File: config.mk
export PLATFORM = sky130hd
export DESIGN_NAME = coefficient_bit_packer_unit
export DESIGN_NICKNAME = d
export VERILOG_FILES = /design/src/rtl/cbp_pkg.sv /design/src/rtl/cbp_front.sv /design/src/rtl/cbp_queue.sv /design/src/rtl/cbp_back.sv /design/src/rtl/coefficient_bit_packer_unit.sv
export SDC_FILE = /design/constraint.sdc
export NUM_CORES = 1
export LEC_CHECK = 0
export BUFFER_PORTS_ARGS = -buffer_cell sky130_fd_sc_hd__clkbuf_2
export CORE_UTILIZATION = 30
export CTS_CLUSTER_DIAMETER = 60
export DETAILED_ROUTE_END_ITERATION = 16
export SYNTH_ARGS = -nofsm -noshare
export SYNTH_HDL_FRONTEND = slang
export SYNTH_SLANG_ARGS = --single-unit
File: constraint.sdc
create_clock -name clk -period 13.4 [get_ports clk]
set_input_delay 1.34 -clock clk [delete_from_list [all_inputs] [get_ports clk]]
set_output_delay 1.34 -clock clk [all_outputs]
set_load 0.005 [all_outputs]
File: src/rtl/cbp_pkg.sv
// shared types, register codes and width helpers for the coefficient bit packer
package cbp_pkg;

	localparam int ACC_W    = 20;
	localparam int COUNT_W  = 5;
	localparam int NRES_W   = 4;
	localparam int DATA_W   = 16;
	localparam int COEF_W   = 13;
	localparam int CFG_IDX_W  = 2;
	localparam int CFG_DATA_W = 2;
	localparam int QDEPTH   = 4;
	localparam int QPTR_W   = $clog2(QDEPTH);

	typedef enum logic [CFG_IDX_W-1:0] {
		REG_WIDTH_MODE = 2'd0,
		REG_DIRECTION  = 2'd1
	} reg_index_t;

	typedef enum logic [1:0] {
		WIDTH_1  = 2'd0,
		WIDTH_4  = 2'd1,
		WIDTH_10 = 2'd2,
		WIDTH_13 = 2'd3
	} width_mode_t;

	typedef enum logic {
		DIR_PACK   = 1'b0,
		DIR_UNPACK = 1'b1
	} dir_t;

	typedef struct packed {
		logic [DATA_W-1:0] data_in;
		logic              stream_last_in;
	} item_beat_t;

	typedef struct packed {
		logic [COEF_W-1:0] data_out;
		logic              run_end;
		logic              stream_last_out;
	} result_beat_t;

	// one classified item: the bits to emit and how many results they give
	typedef struct packed {
		logic [ACC_W-1:0]  bits;
		logic [NRES_W-1:0] nres;
		width_mode_t       mode;
		dir_t              dir;
		logic              last;
	} entry_t;

	function automatic logic [3:0] width_bits(input width_mode_t mode);
		logic [3:0] w;
		case (mode)
			WIDTH_1:  w = 4'd1;
			WIDTH_4:  w = 4'd4;
			WIDTH_10: w = 4'd10;
			WIDTH_13: w = 4'd13;
			default:  w = 4'd13;
		endcase
		return w;
	endfunction

	function automatic logic [COEF_W-1:0] coef_mask(input width_mode_t mode);
		logic [COEF_W-1:0] m;
		case (mode)
			WIDTH_1:  m = 13'h0001;
			WIDTH_4:  m = 13'h000f;
			WIDTH_10: m = 13'h03ff;
			WIDTH_13: m = 13'h1fff;
			default:  m = 13'h1fff;
		endcase
		return m;
	endfunction

endpackage

File: src/rtl/cbp_front.sv
// front end: config registers, bit accumulator and per-item result count
module cbp_front (
	input  logic                            clk,
	input  logic                            arst_n,
	input  logic                            cfg_valid,
	output logic                            cfg_ready,
	input  logic [cbp_pkg::CFG_IDX_W-1:0]   cfg_index,
	input  logic [cbp_pkg::CFG_DATA_W-1:0]  cfg_data,
	input  logic                            item_valid,
	input  logic                            item_stall,
	input  cbp_pkg::item_beat_t             item,
	output logic                            push,
	output cbp_pkg::entry_t                 push_entry
);

	cbp_pkg::width_mode_t              width_q;
	cbp_pkg::dir_t                     dir_q;
	logic [cbp_pkg::ACC_W-1:0]         acc_q;
	logic [cbp_pkg::COUNT_W-1:0]       cnt_q;

	logic [3:0]                        w;
	logic [cbp_pkg::COEF_W-1:0]        coef;
	logic [cbp_pkg::ACC_W-1:0]         combined;
	logic [cbp_pkg::ACC_W-1:0]         left_bits;
	logic [cbp_pkg::COUNT_W-1:0]       total;
	logic [cbp_pkg::COUNT_W-1:0]       left_cnt;
	logic [cbp_pkg::COUNT_W-1:0]       ucnt;
	logic [cbp_pkg::ACC_W-1:0]         uacc;
	logic [cbp_pkg::NRES_W-1:0]        nres;
	logic                              over;
	logic                              last;
	logic                              accept;

	assign cfg_ready = 1'b1;
	assign accept    = item_valid && !item_stall;
	assign last      = item.stream_last_in;
	assign w         = cbp_pkg::width_bits(width_q);
	assign coef      = item.data_in[cbp_pkg::COEF_W-1:0] & cbp_pkg::coef_mask(width_q);
	assign over      = (cnt_q >= {1'b0, w});
	assign ucnt      = over ? '0 : cnt_q;
	assign uacc      = over ? '0 : acc_q;

	always_comb begin
		combined  = '0;
		total     = '0;
		left_cnt  = '0;
		left_bits = '0;
		nres      = '0;
		if (dir_q == cbp_pkg::DIR_PACK) begin
			combined  = acc_q | ({7'd0, coef} << cnt_q[2:0]);
			total     = {2'd0, cnt_q[2:0]} + {1'b0, w};
			left_cnt  = {2'd0, total[2:0]};
			left_bits = combined >> {total[4:3], 3'd0};
			nres      = {2'd0, total[4:3]} + {3'd0, (last && (total[2:0] != 3'd0))};
		end else begin
			combined = uacc | ({12'd0, item.data_in[7:0]} << ucnt);
			total    = ucnt + 5'd8;
			case (width_q)
				cbp_pkg::WIDTH_1: begin
					nres      = 4'd8;
					left_cnt  = '0;
					left_bits = '0;
				end
				cbp_pkg::WIDTH_4: begin
					nres      = 4'd2;
					left_cnt  = total - 5'd8;
					left_bits = combined >> 8;
				end
				cbp_pkg::WIDTH_10: begin
					if (total >= 5'd10) begin
						nres      = 4'd1;
						left_cnt  = total - 5'd10;
						left_bits = combined >> 10;
					end else begin
						nres      = 4'd0;
						left_cnt  = total;
						left_bits = combined;
					end
				end
				default: begin
					if (total >= 5'd13) begin
						nres      = 4'd1;
						left_cnt  = total - 5'd13;
						left_bits = combined >> 13;
					end else begin
						nres      = 4'd0;
						left_cnt  = total;
						left_bits = combined;
					end
				end
			endcase
		end
	end

	assign push            = accept;
	assign push_entry.bits = combined;
	assign push_entry.nres = nres;
	assign push_entry.mode = width_q;
	assign push_entry.dir  = dir_q;
	assign push_entry.last = last;

	always_ff @(posedge clk or negedge arst_n) begin
		if (!arst_n) begin
			width_q <= cbp_pkg::WIDTH_13;
			dir_q   <= cbp_pkg::DIR_PACK;
			acc_q   <= '0;
			cnt_q   <= '0;
		end else if (cfg_valid && cfg_ready) begin
			if (cfg_index == cbp_pkg::REG_WIDTH_MODE) begin
				width_q <= cbp_pkg::width_mode_t'(cfg_data);
				acc_q   <= '0;
				cnt_q   <= '0;
			end else if (cfg_index == cbp_pkg::REG_DIRECTION) begin
				dir_q <= cbp_pkg::dir_t'(cfg_data[0]);
				acc_q <= '0;
				cnt_q <= '0;
			end
		end else if (accept) begin
			if (last) begin
				acc_q <= '0;
				cnt_q <= '0;
			end else begin
				acc_q <= left_bits;
				cnt_q <= left_cnt;
			end
		end
	end

endmodule

File: src/rtl/cbp_queue.sv
// small fifo of classified items between front and back
module cbp_queue (
	input  logic              clk,
	input  logic              arst_n,
	input  logic              push,
	input  cbp_pkg::entry_t   push_entry,
	output logic              full,
	output logic              head_valid,
	output cbp_pkg::entry_t   head,
	input  logic              pop
);

	cbp_pkg::entry_t                 mem [cbp_pkg::QDEPTH];
	logic [cbp_pkg::QPTR_W-1:0]      wr_ptr_q;
	logic [cbp_pkg::QPTR_W-1:0]      rd_ptr_q;
	logic [cbp_pkg::QPTR_W:0]        count_q;
	logic                            do_push;
	logic                            do_pop;

	assign full       = (count_q == (cbp_pkg::QPTR_W+1)'(cbp_pkg::QDEPTH));
	assign head_valid = (count_q != '0);
	assign head       = mem[rd_ptr_q];
	assign do_push    = push && !full;
	assign do_pop     = pop && head_valid;

	always_ff @(posedge clk) begin
		if (do_push) begin
			mem[wr_ptr_q] <= push_entry;
		end
	end

	always_ff @(posedge clk or negedge arst_n) begin
		if (!arst_n) begin
			wr_ptr_q <= '0;
			rd_ptr_q <= '0;
			count_q  <= '0;
		end else begin
			if (do_push) begin
				wr_ptr_q <= wr_ptr_q + 1'b1;
			end
			if (do_pop) begin
				rd_ptr_q <= rd_ptr_q + 1'b1;
			end
			case ({do_push, do_pop})
				2'b10:   count_q <= count_q + 1'b1;
				2'b01:   count_q <= count_q - 1'b1;
				default: count_q <= count_q;
			endcase
		end
	end

endmodule

File: src/rtl/cbp_back.sv
// back end: serializes queued items, one result per unstalled cycle
module cbp_back (
	input  logic                   clk,
	input  logic                   arst_n,
	input  logic                   head_valid,
	input  cbp_pkg::entry_t        head,
	output logic                   pop,
	output logic                   result_valid,
	input  logic                   result_stall,
	output cbp_pkg::result_beat_t  result
);

	logic [cbp_pkg::ACC_W-1:0]   cur_bits_q;
	logic [cbp_pkg::NRES_W-1:0]  cur_n_q;
	cbp_pkg::width_mode_t        cur_mode_q;
	cbp_pkg::dir_t               cur_dir_q;
	logic                        cur_last_q;
	logic                        result_valid_q;
	cbp_pkg::result_beat_t       result_q;

	logic                        out_space;
	logic                        emit;
	logic                        final_one;
	logic [3:0]                  shamt;
	logic [cbp_pkg::COEF_W-1:0]  value;

	assign out_space = !result_valid_q || !result_stall;
	assign emit      = (cur_n_q != '0) && out_space;
	assign final_one = (cur_n_q == 4'd1);
	assign pop       = head_valid && ((cur_n_q == '0) || (final_one && emit));

	always_comb begin
		if (cur_dir_q == cbp_pkg::DIR_PACK) begin
			shamt = 4'd8;
			value = {5'd0, cur_bits_q[7:0]};
		end else begin
			shamt = cbp_pkg::width_bits(cur_mode_q);
			value = cur_bits_q[cbp_pkg::COEF_W-1:0] & cbp_pkg::coef_mask(cur_mode_q);
		end
	end

	always_ff @(posedge clk) begin
		if (pop) begin
			cur_bits_q <= head.bits;
			cur_mode_q <= head.mode;
			cur_dir_q  <= head.dir;
			cur_last_q <= head.last;
		end else if (emit) begin
			cur_bits_q <= cur_bits_q >> shamt;
		end
		if (emit) begin
			result_q.data_out        <= value;
			result_q.run_end         <= final_one;
			result_q.stream_last_out <= final_one && cur_last_q;
		end
	end

	always_ff @(posedge clk or negedge arst_n) begin
		if (!arst_n) begin
			cur_n_q        <= '0;
			result_valid_q <= 1'b0;
		end else begin
			if (pop) begin
				cur_n_q <= head.nres;
			end else if (emit) begin
				cur_n_q <= cur_n_q - 1'b1;
			end
			if (emit) begin
				result_valid_q <= 1'b1;
			end else if (!result_stall) begin
				result_valid_q <= 1'b0;
			end
		end
	end

	assign result_valid = result_valid_q;
	assign result       = result_q;

endmodule

File: src/rtl/coefficient_bit_packer_unit.sv
// coefficient bit packer top level: front end, item queue and result serializer
// throughput: one item per cycle while each item gives at most one result and the
//   output is not stalled; an item giving k results holds the serializer until all
//   are out (pack up to 3, unpack up to 8)
// a 4-entry queue absorbs bursts, so items keep flowing while the serializer drains
// reset: arst_n clears the accumulator, queue and output; width is 13 bits, mode is pack
module coefficient_bit_packer_unit (
	input  logic                            clk,
	input  logic                            arst_n,
	// configuration writes, always ready; a width or direction write restarts bit alignment
	input  logic                            cfg_valid,
	output logic                            cfg_ready,
	input  logic [cbp_pkg::CFG_IDX_W-1:0]   cfg_index,
	input  logic [cbp_pkg::CFG_DATA_W-1:0]  cfg_data,
	// coefficient or byte beats in
	input  logic                            item_valid,
	output logic                            item_stall,
	input  cbp_pkg::item_beat_t             item,
	// byte or coefficient beats out
	output logic                            result_valid,
	input  logic                            result_stall,
	output cbp_pkg::result_beat_t           result
);

	logic              push;
	cbp_pkg::entry_t   push_entry;
	logic              q_full;
	logic              head_valid;
	cbp_pkg::entry_t   head;
	logic              pop;

	// input is held off only when the queue is full
	assign item_stall = q_full;

	// front: merges each item into the accumulator and works out its result count
	cbp_front u_front (
		.clk        (clk),
		.arst_n     (arst_n),
		.cfg_valid  (cfg_valid),
		.cfg_ready  (cfg_ready),
		.cfg_index  (cfg_index),
		.cfg_data   (cfg_data),
		.item_valid (item_valid),
		.item_stall (item_stall),
		.item       (item),
		.push       (push),
		.push_entry (push_entry)
	);

	// decoupling queue
	cbp_queue u_queue (
		.clk        (clk),
		.arst_n     (arst_n),
		.push       (push),
		.push_entry (push_entry),
		.full       (q_full),
		.head_valid (head_valid),
		.head       (head),
		.pop        (pop)
	);

	// back: shifts out bytes or coefficients into a registered output beat
	cbp_back u_back (
		.clk          (clk),
		.arst_n       (arst_n),
		.head_valid   (head_valid),
		.head         (head),
		.pop          (pop),
		.result_valid (result_valid),
		.result_stall (result_stall),
		.result       (result)
	);

endmodule

### After elaboration in Yosys (flattened, before gate mapping)

Memories as Yosys holds them, arrays and structs flattened.
Cells that the tools add are included.

| cells by class | value |
|---|---|
| $add $sub $neg | 11 |
| shift operators | 4 |
| equal/unequal tests | 13 |
| bitwise operators | 5 |
| reductions and logical operators | 26 |
| multiplexer cells | 41 |
| order comparisons | 3 |

Operators with widths:

| cell | count |
|---|---|
| 20-bit 2-to-1 mux | 12 |
| 13-bit case mux with 4 select lines | 2 |
| 20-bit case mux with 3 select lines | 1 |
| 5-bit 2-to-1 mux | 9 |
| 20-bit bitwise OR | 2 |
| 4-bit case mux with 4 select lines | 2 |
| 13-bit bitwise AND | 2 |
| 13-bit by 3-bit << shifter with 20-bit output | 1 |
| 8-bit by 5-bit << shifter with 20-bit output | 1 |
| 20-bit by 4-bit right shift with 20-bit output | 1 |
| 20-bit by 5-bit right shift with 20-bit output | 1 |
| 4-bit 2-to-1 mux | 4 |
| 5-bit case mux with 3 select lines | 1 |
| 5-bit by 4-bit subtractor with 5-bit output, second input constant | 3 |
| 13-bit 2-to-1 mux | 1 |
| 4-bit case mux with 3 select lines | 1 |
| 2-bit == test, second input constant | 5 |
| 5-bit by 4-bit greater-or-equal comparator with 1-bit output, second input constant | 2 |
| 2-bit by 1-bit == test with 1-bit output, second input constant | 4 |
| 1-bit logical AND | 8 |
| 8-bit 2-to-1 mux | 1 |
| 2-bit zero test | 3 |
| 1-bit 2-to-1 mux | 6 |
| 3-bit case mux with 2 select lines | 1 |
| other kinds (21) | 29 |

| storage, ports and cells | value |
|---|---|
| memory bits (writable) | 112 |
| bits of input ports | 26 |
| memories | 1 |
| register bits | 79 |

Memory list:

| memory | words | bits a word | read ports | clocked after memory_dff | write ports | RTL line | text |
|---|---|---|---|---|---|---|---|
| u_queue.mem | 4 | 28 | 1 | 0 | 1 | cbp_queue.sv:13 | `cbp_pkg::entry_t mem [cbp_pkg::QDEPTH];` |

### Depth between registers and ports, before layout

| depth | value |
|---|---|
| depth in word-level cells | 12 |
| gate-level depth with buffers | 21 |
| depth with buffers taken out | 16 |

### Hierarchy

From an unflattened synthesis, not the netlist that was laid out.

| second synthesis, totals | value |
|---|---|
| cell total of the unflattened synthesis | 1051 |
| area total of the unflattened synthesis | 11527.3 sq um |

Modules (own cells, without submodules):

| module | area each (sq um) | cells an instance | times used |
|---|---|---|---|
| cbp_queue | 4490.6 | 183 | 1 |
| cbp_front | 4322.9 | 600 | 1 |
| cbp_back | 2713.9 | 268 | 1 |

### Worst setup path after synthesis

No wires, ideal clock.

| timing path | value |
|---|---|
| path kind | register to register |
| start | register u_front.width_q[0] |
| end | register u_front.acc_q[15] in the netlist's numbering |
| arrival | 4.463 ns |
| buffers on the path | 4 |
| required time | 13.279 ns |
| period minus slack after synthesis | 4.584 ns |
| path slack | 8.816 ns |
| cell stages (with the launch flop) | 21 |
| library setup time | 0.121 ns |
| path through | dfstp_2 -> inv_1 -> ha_1 -> or2_1 -> inv_1 -> buf_2 -> ha_1 -> a211oi_1 -> nand2_1 -> nor2_2 -> buf_4 -> buf_2 -> nand2_1 -> ha_1 -> clkbuf_1 -> inv_1 -> o311a_1 -> a21oi_2 -> nand2b_1 -> o22ai_1 -> a22o_1 |

| on the way | value |
|---|---|
| longest elaborated chain between the ends | 12 |

RTL lines:

| element | RTL line | text |
|---|---|---|
| start: declaration | cbp_front.sv:16 | `cbp_pkg::width_mode_t width_q;` |
| start signal: assignment | cbp_front.sv:104 | `width_q <= cbp_pkg::WIDTH_13;` |
| start signal: assignment | cbp_front.sv:110 | `width_q <= cbp_pkg::width_mode_t'(cfg_data);` |
| 2-bit == test, or another cell as far along | cbp_pkg.sv:53, cbp_pkg.sv:65 |  |
| 4-bit case mux with 4 select lines | cbp_pkg.sv:53 | `case (mode)` |
| 5-bit by 4-bit greater-or-equal comparator with 1-bit output | cbp_front.sv:39 | `assign over = (cnt_q >= {1'b0, w});` |
| 5-bit 2-to-1 mux | cbp_front.sv:40 | `assign ucnt = over ? '0 : cnt_q;` |
| 5-bit by 4-bit adder with 5-bit output / 8-bit by 5-bit << shifter with 20-bit output (equally long branches) | cbp_front.sv:57, cbp_front.sv:56 |  |
| 5-bit by 4-bit greater-or-equal comparator with 1-bit output, or another cell as far along | cbp_front.sv:81 | `if (total >= 5'd13) begin` |
| 20-bit 2-to-1 mux (on tied branches) | cbp_front.sv:81, cbp_front.sv:70 |  |
| 20-bit case mux with 3 select lines | cbp_front.sv:58 | `case (width_q)` |
| 20-bit 2-to-1 mux (*) | cbp_front.sv:49 | `if (dir_q == cbp_pkg::DIR_PACK) begin` |
| 20-bit 2-to-1 mux (*) | cbp_front.sv:119 | `if (last) begin` |
| 20-bit 2-to-1 mux (*) | cbp_front.sv:118 | `end else if (accept) begin` |
| 20-bit 2-to-1 mux (*) | cbp_front.sv:108 | `end else if (cfg_valid && cfg_ready) begin` |
| end signal: assignment | cbp_front.sv:123 | `acc_q <= left_bits;` |
| end: declaration | cbp_front.sv:18 | `logic [cbp_pkg::ACC_W-1:0] acc_q;` |

Every way passes the cells marked *; elsewhere a longest branch is shown, timed or not. The select of a mux whose other input is x is not followed.
A chain may end at the register's enable or synchronous reset.

==> results_dict.tcl <==
set metrics [dict create \
    diodes 0 \
    drive_gt1_frac 0.152 \
    grt_max_degree 66 \
    cp.required_ns 13.49 \
    start_util 0.304 \
    clk_latency_ns 0.43 \
    wl_per_cell_um 21.1 \
    clk_pin_slew_worst_paths_ns 0.07 \
    outcome "completed" \
    grt_usage 0.169 \
    setup.worst_path.start_class "register" \
    synth_area_sq_mm 0.0114 \
    post-route-drc-count 0 \
    synth_xor_area_frac 0.00919 \
    cts_resized 0 \
    gp_congestion 0.943 \
    synth_top_family_by_area "compound AO/OA/AOI/OAI gates" \
    maxCapViolCount 0 \
    multi_input_area_sq_mm 0.00548 \
    core_sq_mm 0.0376 \
    post_synth.cell_area_avg_sq_um 11.2 \
    grt_overflow 0 \
    seq_area_sq_mm 0.00554 \
    clock_sinks 191 \
    synthDistinctLibCells 90 \
    die-width_um 197 \
    dr.first_iter.drc_count 943 \
    worstPathMaxFanout 28 \
    leakage_uw 0.00467 \
    peakVddDrop_v 0.0000929 \
    max_freq_mhz 166 \
    ctsHoldBuffers 0 \
    rsz0062_at_grt "false" \
    slew_violations 0 \
    timing.clock.skew_ns 0.0158 \
    dieHeight_um 197 \
    grt_pass1_vias 8257 \
    ys_warn_count 0 \
    post-route-period-util 0.448 \
    synth_mux_area_frac 0.125 \
    synth_fa_ha_area_frac 0.0363 \
    cts_buffers 17 \
    powerDensity_mw_per_mm2 202 \
    dr.pass1.iters 7 \
    vias 8758 \
    dieArea_sq_mm 0.0389 \
    finalWirelength_um 32700 \
    hold_path.class "reg -> reg" \
    slew_headroom 0.270 \
    async_flop_share 0.209 \
    synth_compound_area_frac 0.193 \
    grt_pass1_wl_um 50100 \
    reg2reg_depth 15 \
    dp_hpwl_um 22700 \
    syn2layout_area_growth_pct 11.5 \
    viasPerCell 5.65 \
    whs_path_depth 0 \
    fillerInstances 3716 \
    cts.path.max_buffers 2 \
    antenna_left 0 \
    rows 71 \
    hold_viol_final 0 \
    antenna_found_initial 0 \
    yosysTopAreaCell "edfxtp_1" \
    setup-tns-final_ns 0 \
    cts-root-buf "clkbuf_16" \
    synthSimpleGateAreaFrac 0.112 \
    crit_arrival_ns 6.10 \
    cp-end-kind "register" \
    synth_top_area_share 0.396 \
    num_io_pins 44 \
    cts_setup_buffers 0 \
    cts_tree "built" \
    min_period_ns 6.01 \
    port_buffers 39 \
    nNetsFinal 1085 \
    ys.flop_type "edfxtp_1" \
    total_power_uw 2580 \
    worst_pin_slew_ns 1.09 \
    h-tree-depth 4 \
    synth_area_leaders "edfxtp_1, dfrtp_1, mux4_2" \
    path_class "reg -> reg" \
    syn_inst 1017 \
    yosysSeqAreaShare 0.484 \
    ys_ff_latch 191 \
    setup-violations-final 0 \
    synth_edf_count 151 \
]
-- cell usage after synthesis, types with 9 or more instances --
cell type and instances:
a211oi_1 14, a21o_1 10, a21oi_1 59, a22o_1 12
a31oi_1 9, and2_1 21, and3_1 14, buf_2 20
clkbuf_1 35, dfrtp_1 38, edfxtp_1 151, ha_1 30
inv_1 35, mux2_2 12, mux2i_1 47, mux4_2 35
nand2_1 73, nand3_1 22, nor2_1 70, nor3_1 21
o211ai_1 21, o21a_1 16, o21ai_0 54, o31ai_1 9
xnor2_1 9
-- path summary, 6_finish.rpt --
check / slack (ns) / from / endpoint
max in group asynchronous: 11.93 / arst_n / u_front.cnt_q[1]$_DFFE_PN0P_
min in group asynchronous: 0.99 / arst_n / u_back.result_valid$_DFFE_PN0P_
hold / removal: 0.43 / u_back.cur_bits_q[0]$_DFFE_PP_ / u_back.result[2]$_DFFE_PP_
setup reg to reg: 7.39 / u_front.width_q[1]$_DFFE_PN1P_ / u_queue.mem[1][4]$_DFFE_PP_
setup / recovery: 7.39 / u_front.width_q[1]$_DFFE_PN1P_ / u_queue.mem[1][4]$_DFFE_PP_
hold reg to reg: 0.43 / u_back.cur_bits_q[0]$_DFFE_PP_ / u_back.result[2]$_DFFE_PP_
-- registers in the layout, indices dropped and copies added, names as in the netlist --
name,cells
u_front.cnt_q,5
u_front.acc_q,20
u_queue.count_q,3
u_back.cur_bits_q,20
u_back.cur_mode_q,2
u_back.cur_last_q,1
u_queue.rd_ptr_q,2
u_back.cur_n_q,4
u_front.dir_q,1
u_queue.wr_ptr_q,2
u_back.result,15
u_queue.mem,112
u_back.result_valid,1
u_back.cur_dir_q,1
u_front.width_q,2
-- cells in the final DEF, fill, tap and decap left out, drive strengths merged, types with 6 or more instances in the layout --
cell and count:
a211oi 15, a21o 10, a21oi 60, a22o 12, a311oi 7, a31oi 10
a41oi 6, and2 21, and3 15, buf 20, clkbuf 58, clkinv 6
dfrtp 38, edfxtp 151, ha 30, inv 41, mux2 13, mux2i 47
mux4 36, nand2 73, nand2b 8, nand3 22, nor2 71, nor2b 8
nor3 21, o2111ai 6, o211ai 21, o21a 16, o21ai 60, o221ai 7
o22ai 8, o311ai 6, o31ai 10, xnor2 9
-- layer usage --
layer  share of wire  up-vias  GRT usage  wire (um)
met4           0.027        0     0.0574        879
met1            0.43     4273      0.231      14200
met3           0.088       74     0.0430       2880
li1                -     3971          -          -
met2            0.45      440      0.260      14800
met5               0        -          0          0
-- layout make-up --
| class | instances | area share |
|---|---|---|
| sequential | 191 | 0.434 |
| multi-input combinational | 721 | 0.430 |
| tap | 511 | 0.0501 |
| clock buffer | 19 | 0.0339 |
| timing repair buffer | 59 | 0.0271 |
| clock inverter | 13 | 0.0139 |
| inverter | 37 | 0.0109 |
-- stage by stage --
step	worst slack, ns	std cells	util	hold WS (ns)	area, sq um
5_1_grt	7.26	1551	0.339	0.452	12800
3_3_place_gp	7.63	1519	0.323	0.406	12100
2_1_floorplan	8.82	1018	-	0.400	11400
4_1_cts	7.57	1551	0.339	0.433	12800
3_5_place_dp	7.56	1519	0.323	0.415	12100
6_report	7.39	1551	0.339	0.430	12800
-- cells by family after synthesis --
group | after synthesis
AO/OA/AOI/OAI | 313
AND/OR/NAND/NOR | 266
flip-flops | 191
buffers and inverters | 106
multiplexers | 96
adder cells (fa/ha/maj) | 32
XOR/XNOR | 12
other | 1
-- report_power, final --
part           internal, uW  switching (uW)
sequential              870             116
clock                   284             237
combinational           405             671
-- worst max-delay path, stage by stage (launching register included) --
cell and delay (ns):
dfstp_2 0.62, ha_1 0.17, buf_4 0.28, or2_1 0.57, inv_1 0.48, ha_1 0.44
a211oi_1 0.26, nand2_1 0.33, nor2_2 0.18, buf_4 0.36, nand2_1 0.11, ha_1 0.29
o211ai_1 0.27, nor3_1 0.09, o21ai_1 0.86, a31oi_1 0.34
Note: power is estimated with default switching activity, not from simulation.
